`config.mk`:
```
export PLATFORM = sky130hd
export DESIGN_NAME = trial_division_prime_test_top
export DESIGN_NICKNAME = d
export VERILOG_FILES = /design/src/sv/tdpt_pkg.sv /design/src/sv/tdpt_dp.sv /design/src/sv/tdpt_ctrl.sv /design/src/sv/trial_division_prime_test_top.sv
export SDC_FILE = /design/constraint.sdc
export NUM_CORES = 1
export LEC_CHECK = 0
export CAP_MARGIN = 25
export CORE_AREA = 10 10 176 178
export CTS_BUF_LIST = sky130_fd_sc_hd__clkbuf_4 sky130_fd_sc_hd__clkbuf_8
export CTS_CLUSTER_SIZE = 40
export DETAILED_ROUTE_END_ITERATION = 7
export DIE_AREA = 0 0 186 188
export DONT_BUFFER_PORTS = 1
export PLACE_DENSITY = 0.5
export SLEW_MARGIN = 5
export SYNTH_ARGS = -nofsm -noshare
export SYNTH_HDL_FRONTEND = slang
export SYNTH_SLANG_ARGS = --single-unit
```
`constraint.sdc`:
```
create_clock -name clk_i -period 8.4 [get_ports clk_i]
set_input_delay 0.42 -clock clk_i [delete_from_list [all_inputs] [get_ports clk_i]]
set_output_delay 0.42 -clock clk_i [all_outputs]
set_load 0.05 [all_outputs]
```
`src/sv/tdpt_pkg.sv`:
```
`default_nettype none
// ---------------------------------------------------------------------------
// tdpt_pkg
// Shared types and constants for the trial-division prime test block.
// ---------------------------------------------------------------------------
package tdpt_pkg;

  localparam int unsigned FactorW = 16;
  localparam int unsigned OutTdataW = 24;  // is_prime + factor, byte padded

  // controller -> datapath
  typedef struct packed {
    logic load;       // capture candidate, divisor := 2
    logic div_start;  // clear remainder, bit index := msb
    logic div_step;   // one restoring remainder step
    logic next_d;     // divisor += 1, square updated
  } tdpt_cmd_t;

  // datapath -> controller
  typedef struct packed {
    logic x_lt2;      // candidate below two
    logic sq_gt_x;    // divisor squared exceeds candidate
    logic div_last;   // current step handles bit 0
    logic rem_zero;   // remainder is zero
  } tdpt_sts_t;

endpackage : tdpt_pkg
`default_nettype wire

```
`src/sv/tdpt_dp.sv`:
```
`default_nettype none
// ---------------------------------------------------------------------------
// tdpt_dp
// Datapath: candidate, trial divisor with running square, and a bit-serial
// remainder unit taking one candidate bit per cycle.
// ---------------------------------------------------------------------------
module tdpt_dp #(
  parameter int unsigned WIDTH = 32
) (
  input  wire logic                         clk_i,
  input  wire logic                         rst_ni,
  input  wire logic [WIDTH-1:0]             candidate_i,
  input  wire tdpt_pkg::tdpt_cmd_t          cmd_i,
  output tdpt_pkg::tdpt_sts_t               sts_o,
  output logic [tdpt_pkg::FactorW-1:0]      divisor_o
);
  import tdpt_pkg::*;

  localparam int unsigned DW  = (WIDTH + 1) / 2 + 1;
  localparam int unsigned SQW = WIDTH + 2;
  localparam int unsigned RW  = DW + 1;
  localparam int unsigned CW  = $clog2(WIDTH);

  logic [WIDTH-1:0] x_q;
  logic [DW-1:0]    d_q;
  logic [SQW-1:0]   sq_q;
  logic [RW-1:0]    rem_q;
  logic [CW-1:0]    cnt_q;

  logic [RW-1:0]       rem_sh;
  logic [RW-1:0]       d_ext;
  logic [DW+FactorW-1:0] d_wide;

  assign rem_sh = {rem_q[RW-2:0], x_q[cnt_q]};
  assign d_ext  = RW'(d_q);
  assign d_wide = (DW + FactorW)'(d_q);

  always_ff @(posedge clk_i or negedge rst_ni) begin
    if (!rst_ni) begin
      cnt_q <= '0;
    end else if (cmd_i.div_start) begin
      cnt_q <= CW'(WIDTH - 1);
    end else if (cmd_i.div_step) begin
      cnt_q <= cnt_q - 1'b1;
    end
  end

  always_ff @(posedge clk_i) begin
    if (cmd_i.load) begin
      x_q  <= candidate_i;
      d_q  <= DW'(2);
      sq_q <= SQW'(4);
    end else if (cmd_i.next_d) begin
      d_q  <= d_q + 1'b1;
      sq_q <= sq_q + SQW'({d_q, 1'b1});
    end
    if (cmd_i.div_start) begin
      rem_q <= '0;
    end else if (cmd_i.div_step) begin
      rem_q <= (rem_sh >= d_ext) ? rem_sh - d_ext : rem_sh;
    end
  end

  assign sts_o.x_lt2    = (x_q < WIDTH'(2));
  assign sts_o.sq_gt_x  = (sq_q > SQW'(x_q));
  assign sts_o.div_last = (cnt_q == '0);
  assign sts_o.rem_zero = (rem_q == '0);
  assign divisor_o      = d_wide[FactorW-1:0];

endmodule : tdpt_dp
`default_nettype wire

```
`src/sv/tdpt_ctrl.sv`:
```
`default_nettype none
// ---------------------------------------------------------------------------
// tdpt_ctrl
// Controller: sequences bound check, remainder and divisor advance per item.
// ---------------------------------------------------------------------------
module tdpt_ctrl (
  input  wire logic                 clk_i,
  input  wire logic                 rst_ni,
  input  wire logic                 in_valid_i,
  output logic                      in_ready_o,
  input  wire logic                 out_free_i,
  output logic                      push_o,
  output logic                      prime_o,
  output logic                      has_factor_o,
  input  wire tdpt_pkg::tdpt_sts_t  sts_i,
  output tdpt_pkg::tdpt_cmd_t       cmd_o
);
  import tdpt_pkg::*;

  typedef enum logic [2:0] {
    ST_IDLE,
    ST_CHECK,
    ST_DIV,
    ST_TEST,
    ST_DONE
  } state_e;

  state_e state_q;
  logic   prime_q;
  logic   has_factor_q;

  assign in_ready_o   = (state_q == ST_IDLE);
  assign push_o       = (state_q == ST_DONE) && out_free_i;
  assign prime_o      = prime_q;
  assign has_factor_o = has_factor_q;

  always_comb begin
    cmd_o = '0;
    unique case (state_q)
      ST_IDLE:  cmd_o.load      = in_valid_i;
      ST_CHECK: cmd_o.div_start = !sts_i.x_lt2 && !sts_i.sq_gt_x;
      ST_DIV:   cmd_o.div_step  = 1'b1;
      ST_TEST:  cmd_o.next_d    = !sts_i.rem_zero;
      ST_DONE:  cmd_o           = '0;
      default:  cmd_o           = '0;
    endcase
  end

  always_ff @(posedge clk_i or negedge rst_ni) begin
    if (!rst_ni) begin
      state_q      <= ST_IDLE;
      prime_q      <= 1'b0;
      has_factor_q <= 1'b0;
    end else begin
      unique case (state_q)
        ST_IDLE: begin
          if (in_valid_i) begin
            state_q <= ST_CHECK;
          end
        end
        ST_CHECK: begin
          priority if (sts_i.x_lt2) begin
            prime_q      <= 1'b0;
            has_factor_q <= 1'b0;
            state_q      <= ST_DONE;
          end else if (sts_i.sq_gt_x) begin
            prime_q      <= 1'b1;
            has_factor_q <= 1'b0;
            state_q      <= ST_DONE;
          end else begin
            state_q <= ST_DIV;
          end
        end
        ST_DIV: begin
          if (sts_i.div_last) begin
            state_q <= ST_TEST;
          end
        end
        ST_TEST: begin
          if (sts_i.rem_zero) begin
            prime_q      <= 1'b0;
            has_factor_q <= 1'b1;
            state_q      <= ST_DONE;
          end else begin
            state_q <= ST_CHECK;
          end
        end
        ST_DONE: begin
          if (out_free_i) begin
            state_q <= ST_IDLE;
          end
        end
        default: state_q <= ST_IDLE;
      endcase
    end
  end

endmodule : tdpt_ctrl
`default_nettype wire

```
`src/sv/trial_division_prime_test_top.sv`:
```
`default_nettype none
// ---------------------------------------------------------------------------
// trial_division_prime_test_top
// Trial-division primality test of one unsigned word per input word.
// ---------------------------------------------------------------------------
// Input stream s_axis: one candidate per word, low WIDTH bits of tdata.
// Output stream m_axis: one result word per candidate; bit 0 is_prime,
// bits 16:1 the smallest divisor (0 when prime or below two).
// Divisors 2, 3, ... are tried while d*d <= candidate; the square is kept
// by adding 2d+1, so no multiplier is used. Each remainder is formed by a
// bit-serial restoring unit, one candidate bit per cycle.
// Per item: a bound check, then for each trial divisor a remainder pass
// over every candidate bit and a test, then the hand-off to the output;
// the worst case is a prime near 2**WIDTH. The remainder unit sets the
// run time. One item is in work at a time.
// The result sits in an output register; the next candidate is accepted
// while it waits. If the receiver stalls, a finished item waits in the
// controller until the register frees, and no new word is taken meanwhile.
// Reset clears the controller and the output valid flag; no state is
// carried between items.
// ---------------------------------------------------------------------------
module trial_division_prime_test_top #(
  parameter int unsigned WIDTH = 32
) (
  input  wire logic                                clk_i,
  input  wire logic                                rst_ni,
  input  wire logic                                s_axis_tvalid_i,
  output logic                                     s_axis_tready_o,
  // [WIDTH-1:0] candidate, zero padded to bytes
  input  wire logic [((WIDTH + 7) / 8) * 8 - 1:0]  s_axis_tdata_i,
  output logic                                     m_axis_tvalid_o,
  input  wire logic                                m_axis_tready_i,
  // [0] is_prime, [16:1] smallest_factor, [23:17] zero
  output logic [tdpt_pkg::OutTdataW-1:0]           m_axis_tdata_o
);
  import tdpt_pkg::*;

  tdpt_cmd_t            cmd;
  tdpt_sts_t            sts;
  logic [FactorW-1:0]   divisor;
  logic                 push;
  logic                 prime;
  logic                 has_factor;
  logic                 out_free;
  logic                 out_valid_q;
  logic                 out_prime_q;
  logic [FactorW-1:0]   out_factor_q;

  assign out_free = !out_valid_q || m_axis_tready_i;

  tdpt_ctrl u_ctrl (
    .clk_i        (clk_i),
    .rst_ni       (rst_ni),
    .in_valid_i   (s_axis_tvalid_i),
    .in_ready_o   (s_axis_tready_o),
    .out_free_i   (out_free),
    .push_o       (push),
    .prime_o      (prime),
    .has_factor_o (has_factor),
    .sts_i        (sts),
    .cmd_o        (cmd)
  );

  tdpt_dp #(
    .WIDTH (WIDTH)
  ) u_dp (
    .clk_i       (clk_i),
    .rst_ni      (rst_ni),
    .candidate_i (s_axis_tdata_i[WIDTH-1:0]),
    .cmd_i       (cmd),
    .sts_o       (sts),
    .divisor_o   (divisor)
  );

  always_ff @(posedge clk_i or negedge rst_ni) begin
    if (!rst_ni) begin
      out_valid_q <= 1'b0;
    end else if (push) begin
      out_valid_q <= 1'b1;
    end else if (m_axis_tready_i) begin
      out_valid_q <= 1'b0;
    end
  end

  always_ff @(posedge clk_i) begin
    if (push) begin
      out_prime_q  <= prime;
      out_factor_q <= has_factor ? divisor : '0;
    end
  end

  assign m_axis_tvalid_o = out_valid_q;
  assign m_axis_tdata_o  = OutTdataW'({out_factor_q, out_prime_q});

  a_push_only_when_free: assert property (@(posedge clk_i) disable iff (!rst_ni)
    push |-> (!out_valid_q || m_axis_tready_i))
    else $error("result pushed over an unread word");

  a_busy_after_accept: assert property (@(posedge clk_i) disable iff (!rst_ni)
    (s_axis_tvalid_i && s_axis_tready_o) |=> !s_axis_tready_o)
    else $error("second word accepted while item in work");

  a_prime_no_factor: assert property (@(posedge clk_i) disable iff (!rst_ni)
    (m_axis_tvalid_o && m_axis_tdata_o[0]) |-> (m_axis_tdata_o[16:1] == '0))
    else $error("prime result carries a factor");

  a_push_not_in_idle: assert property (@(posedge clk_i) disable iff (!rst_ni)
    push |-> !s_axis_tready_o)
    else $error("result pushed while controller idle");

endmodule : trial_division_prime_test_top
`default_nettype wire

```
# After elaboration in Yosys (flattened, before gate mapping)
# Index checks and enable logic that the tools add are counted.
[classes]
add_sub_neg = 4
order_cmp = 4
n_eq_ne = 9
muxes = 26
reduce_logical = 15
[ops]
columns = ["operator", "count"]
rows = [
  ["$add A34 B18 Y34", 1],
  ["$gt A34 B32 Y1", 1],
  ["$lt A32 B2 Y1 const B", 1],
  ["$ge A18 B17 Y1", 1],
  ["$logic_not A18 Y1", 1],
  ["$mux W18", 1],
  ["$mux W3", 6],
  ["$sub A18 B17 Y18", 1],
  ["$add A17 B1 Y17 const B", 1],
  ["$pmux W3 S5", 1],
  ["$mux W1", 13],
  ["$mux W5", 2],
  ["$eq A3 B2 Y1 const B", 2],
  ["$lt A5 B6 Y1 const B", 1],
  ["$reduce_and A3 Y1", 2],
  ["$reduce_bool A2 Y1", 3],
  ["$bmux W1 S5", 1],
  ["$logic_not A5 Y1", 1],
  ["$sub A5 B1 Y5 const B", 1],
  ["$logic_not A1 Y1", 4],
  ["$ne A2 B1 Y1 const B", 2],
  ["$ne A2 B2 Y1 const B", 2],
  ["$pmux W1 S2", 2],
  ["$eq A3 B1 Y1 const B", 1],
  ["5 further kinds", 6],
]
[totals]
regBits = 129
input_bits = 36
out_inout_bits = 26

# Logic depth before layout (Yosys ltp)
[depth]
depth_word = 5
depth_mapped = 16

# Hierarchy
# A second synthesis with hierarchy kept.
[hier_totals]
cells_unflattened = 919
area_unflattened_um2 = 8415.6
[modules_own_cells]
columns = ["mod", "instances", "cells_each", "area_per_inst_um2", "seq_area_each_um2"]
rows = [
  ["tdpt_dp", 1, 841, 7375.8, 2467.4],
  ["trial_division_prime_test_top", 1, 46, 739.5, 535.5],
  ["tdpt_ctrl", 1, 32, 300.3, 125.1],
]

# Worst setup path after synthesis
# No wires, ideal clock.
[synth_timing]
kind = "register to register"
from = "reg u_dp.cnt_q[0]"
to = "reg u_dp.rem_q[1]"
arrival_ns = 3.574
path_slack_ns = 4.693
stages_incl_launch_ff = 16
path_buffers = 2
path_cell_list = "dfrtp_1 > buf_2 > mux4_2 > mux4_2 > mux2i_1 > ha_1 > inv_1 > fa_1 > nand3_1 > a21oi_1 > o311ai_0 > a211o_1 > a21oi_2 > buf_4 > mux2i_1 > o22ai_1"
[synth_via]
elab_chain_len = 4
word_cells_on_any_way = 5
classes_between = "add/sub: 1; order compare: 1; mux: 3"
[synth_rtl]
columns = ["item", "line_no", "rtl"]
rows = [
  ["start: declaration", "tdpt_dp.sv:28", "logic [CW-1:0] cnt_q;"],
  ["start signal: assignment", "tdpt_dp.sv:42", "cnt_q <= CW'(WIDTH - 1);"],
  ["start signal: assignment", "tdpt_dp.sv:44", "cnt_q <= cnt_q - 1'b1;"],
  ["$bmux W1 S5 (*)", "tdpt_dp.sv:34", "assign rem_sh = {rem_q[RW-2:0], x_q[cnt_q]};"],
  ["$mux W1 (not written as such) (*)", "tdpt_dp.sv:34", ""],
  ["$sub A18 B17 Y18 / $ge A18 B17 Y1 (equally long branches)", "tdpt_dp.sv:60", "rem_q <= (rem_sh >= d_ext) ? rem_sh - d_ext : rem_sh;"],
  ["$mux W18 (*)", "tdpt_dp.sv:60", ""],
  ["end signal: assignment", "tdpt_dp.sv:60", ""],
  ["end: declaration", "tdpt_dp.sv:27", "logic [RW-1:0] rem_q;"],
]
# Every way passes the cells marked *; elsewhere a longest branch is shown, timed or not. The select of a mux whose other input is x is not followed.
# A chain may end at the register's enable or synchronous reset.

# Final worst setup path
[layout_timing]
from = "reg u_dp.cnt_q[0]"
to = "reg u_dp.rem_q[17]"
# The elaborated chain is that of the path after synthesis.

==> flow_summary_export.csv <==
group,metric,value,unit
timing,final_hold_viol_count,0,
run_status,status,"completed",
pwr,ir_worst_vdd,0.126,mV
floorplan,dieArea,0.0350,mm2
grt,grt_max_degree,40,
critical_path,crit-reg2reg-capture,"u_dp.rem_q[17]",
routing,dr.pass1.iters,5,
clock_tree,cts_resized,0,
critical_path,path_max_fanout,22,
min_path,hold_path.class,"in -> reg",
critical_path,startpoint_type,"register",
yosys,synth_fa_ha_area_share,11.1,%
clock_tree,cts_tree,"built",
routing,wirelength,21300,um
yosys,ys.flop_type,"dfxtp_1",
final_layout,area_growth,9.07,%
yosys,async_reset_ff_share,8.53,%
critical_path,critPathKind,"reg -> reg",
yosys,synth-xor-area-share,4.95,%
yosys,yosysTopAreaCell,"edfxtp_1",
timing,rsz0062_at_grt,"no",
clock_tree,cts_buffer_depth,2,
floorplan,start_util,29.6,%
pwr,p_leak,3.74,nW
final_layout,multi_input_area,0.00462,mm2
floorplan,die_h,188,um
yosys,synth_area_leaders,"edfxtp_1 18%, dfxtp_1 17%, ha_1 11%, nand2_1 4.2%, xnor2_1 3.5%",
final_layout,nets,974,
grt,top_usage_layer,"met2",
grt,grt_usage,12.3,%
clock_tree,cts.clk_slew.worst_paths,0.09,ns
critical_path,reg2regPathDepth,15,
yosys,synth_compound_area_share,15.4,%
routing,drt_iter0_drc,304,
clock_tree,numClockSinks,129,
run,drv_cap,0,
critical_path,worst_setup_path_end_kind,"register",
grt,use_met2,19.1,%
critical_path,cp.arrival,4.70,ns
yosys,synth_most_common_cell,"nand2_1",
min_path,hold_end,"u_dp.x_q[13]",
timing,fin_crit,4.41,ns
routing,wire_per_inst,17.3,um
min_path,hold_depth,0,
yosys,syn_avg_cell_area,9.32,um2
final_layout,fillers,2847,
timing,tns,0,ns
critical_path,cp.required,8.69,ns
yosys,yosys.area_share.simple,18.7,%
yosys,seq_area_frac_synth,38.4,%
grt,gr-total-overflow,0,
placement,place.port_buffers,0,
routing,drc,0,
final_layout,ff_latch_area,0.00313,mm2
timing,max_freq,0.227,GHz
routing,vias,6284,
pwr,p_total,0.00278,W
clock_tree,htreeDepth,4,
timing,tightest_slew,0.871,ns
critical_path,r2r-start,"u_dp.cnt_q[0]",
clock_tree,cts_setup_buffers,0,
yosys,synth_top_area_share,18.1,%
final_layout,drive_above_1_share,7.27,%
clock_tree,cts-root-buf,"clkbuf_8",
yosys,syn_area,0.00814,mm2
floorplan,io_pins,62,
routing,vias_per_cell,5.11,
grt,use_met3,3.67,%
yosys,ys.warnings.count,0,
min_path,min_from,"s_axis_tdata_i[13]",
placement,gp_congestion,0.815,
floorplan,die_w,186,um
timing,setup_viol,0,
routing,ant_nets,0,
critical_path,r2r_slack,3.99,ns
grt,met1_usage,16.5,%
grt,grt_pass1_wl,34300,um
placement,place_area,0.00845,mm2
timing,layout_worst_path_cycle_share,52.5,%
yosys,synth_top_family_by_area,"simple AND/OR/NAND/NOR gates",
yosys,synth_seq_cells,129,
grt,grt_pass1_vias,6194,
grt,antenna_found_initial,5,
floorplan,core-area,0.0275,mm2
yosys,synth_mux_area_share,6.22,%
yosys,ys_types,64,
clock_tree,clk_latency,0.46,ns
yosys,synth_common_cells,"91 x nand2_1, 69 x dfxtp_1, 69 x ha_1, 60 x inv_1, 56 x nor2_1",
timing,slew_headroom,41.6,%
timing,worst_clock_skew,0.0137,ns
final_layout,final_cell_area,0.00888,mm2
critical_path,crit_path_start,"u_dp.cnt_q[0]",
yosys,synthCells,874,
pwr,pwr_density_cell,313,mW/mm2
floorplan,rows,61,
yosys,synth-edff-count,49,
clock_tree,cts_buffers,17,
placement,hpwlAfterDp,16100,um
timing,slew_viol_final,0,
## flip-flops by register name (all words and copies together) (netlist names), 3 cells and up
register,flops
u_dp.sq_q,34
u_dp.x_q,32
u_dp.rem_q,18
u_dp.d_q,17
out_factor_q,16
u_dp.cnt_q,5
u_ctrl.state_q,3
## worst max-delay path by stage
stage          slack, ns  cells after the start        endpoint
6_report            3.99                     15  u_dp.rem_q[17]
5_1_grt             3.53                     15  u_dp.rem_q[17]
4_1_cts             3.95                     15  u_dp.rem_q[17]
3_5_place_dp        3.97                     15  u_dp.rem_q[17]
3_3_place_gp        4.10                     15  u_dp.rem_q[17]
2_1_floorplan       4.69                     15   u_dp.rem_q[1]
## routing by layer
layer	wire length, um	part of all wire [%]	vias up
met5	27	0.13	-
met4	224	1.1	4
met3	1010	4.8	22
met2	9530	45	106
met1	10500	49	2993
li1	-	-	3159
## where the power goes
group	internal (W)	total [W]	switching, W
clock network	0.000297	0.000582	0.000285
logic	0.000521	0.00121	0.000686
registers	0.000787	0.000989	0.000201
## layout make-up
cell class | instances | share of cell area, %
clock buffer | 17 | 2.63
sequential | 129 | 35.2
multi-input combinational | 651 | 52.0
tap | 346 | 4.87
antenna | 3 | 0.0845
clock inverter | 15 | 2.06
timing repair buffer | 6 | 0.535
inverter | 62 | 2.62
## stage by stage
step	hold WS, ns	worst slack (ns)	std cells	util, %
2_1_floorplan	0.124	4.69	880	-
6_report	0.0521	3.99	1229	32.3
5_1_grt	0.0140	3.53	1228	32.3
3_3_place_gp	0.125	4.10	1193	30.7
4_1_cts	0.0167	3.95	1226	32.3
3_5_place_dp	0.125	3.97	1193	30.7
## placed cells by master (no fill, tap or decap), types with 6 or more instances in the layout
| master | n |
|---|---|
| edfxtp_1 | 49 |
| conb_1 | 7 |
| nand4_1 | 15 |
| xnor2_1 | 33 |
| o31ai_1 | 6 |
| o211ai_1 | 11 |
| o21ai_0 | 29 |
| dfrtp_1 | 11 |
| nand2b_1 | 17 |
| dfxtp_1 | 69 |
| nor4_1 | 13 |
| or2_2 | 6 |
| and3_1 | 14 |
| ha_1 | 69 |
| xor2_1 | 13 |
| a21oi_1 | 45 |
| and2_1 | 7 |
| nor3_1 | 15 |
| inv_1 | 60 |
| a211oi_1 | 8 |
| and4_1 | 7 |
| nor3b_1 | 6 |
| nor2_1 | 56 |
| nor2b_1 | 7 |
| mux2i_1 | 27 |
| nand3_1 | 27 |
| nand2_1 | 91 |
| o22ai_1 | 19 |
| mux4_2 | 10 |
| clkbuf_8 | 17 |
| a21o_1 | 34 |
## critical path, cell delays in order (launching register included)
cell and delay [ns]:
dfrtp_1 0.68, mux4_2 0.58, mux4_2 0.46, mux2i_1 0.32, ha_1 0.24, inv_1 0.06, fa_1 0.41, nand3_1 0.11
a21oi_1 0.09, o311ai_0 0.42, a211o_1 0.20, a21oi_2 0.05, buf_4 0.23, nand2_1 0.11, xor2_1 0.18, a211oi_1 0.10
## cells by family after synthesis
| kind of cell | count (synthesis) |
|---|---|
| buffers and inverters | 100 |
| other | 1 |
| AO/OA/AOI/OAI | 189 |
| XOR/XNOR | 46 |
| adder cells (fa/ha/maj) | 71 |
| AND/OR/NAND/NOR | 300 |
| flip-flops | 129 |
| multiplexers | 38 |
## repair_timing
| item | in CTS | in global routing |
|---|---|---|
| endpoints found under the setup margin | 0 | 0 |
| hold buffers | 1 | 0 |
| hold endpoints to repair | 11 | 0 |
Power figures use the tool's default switching activity.
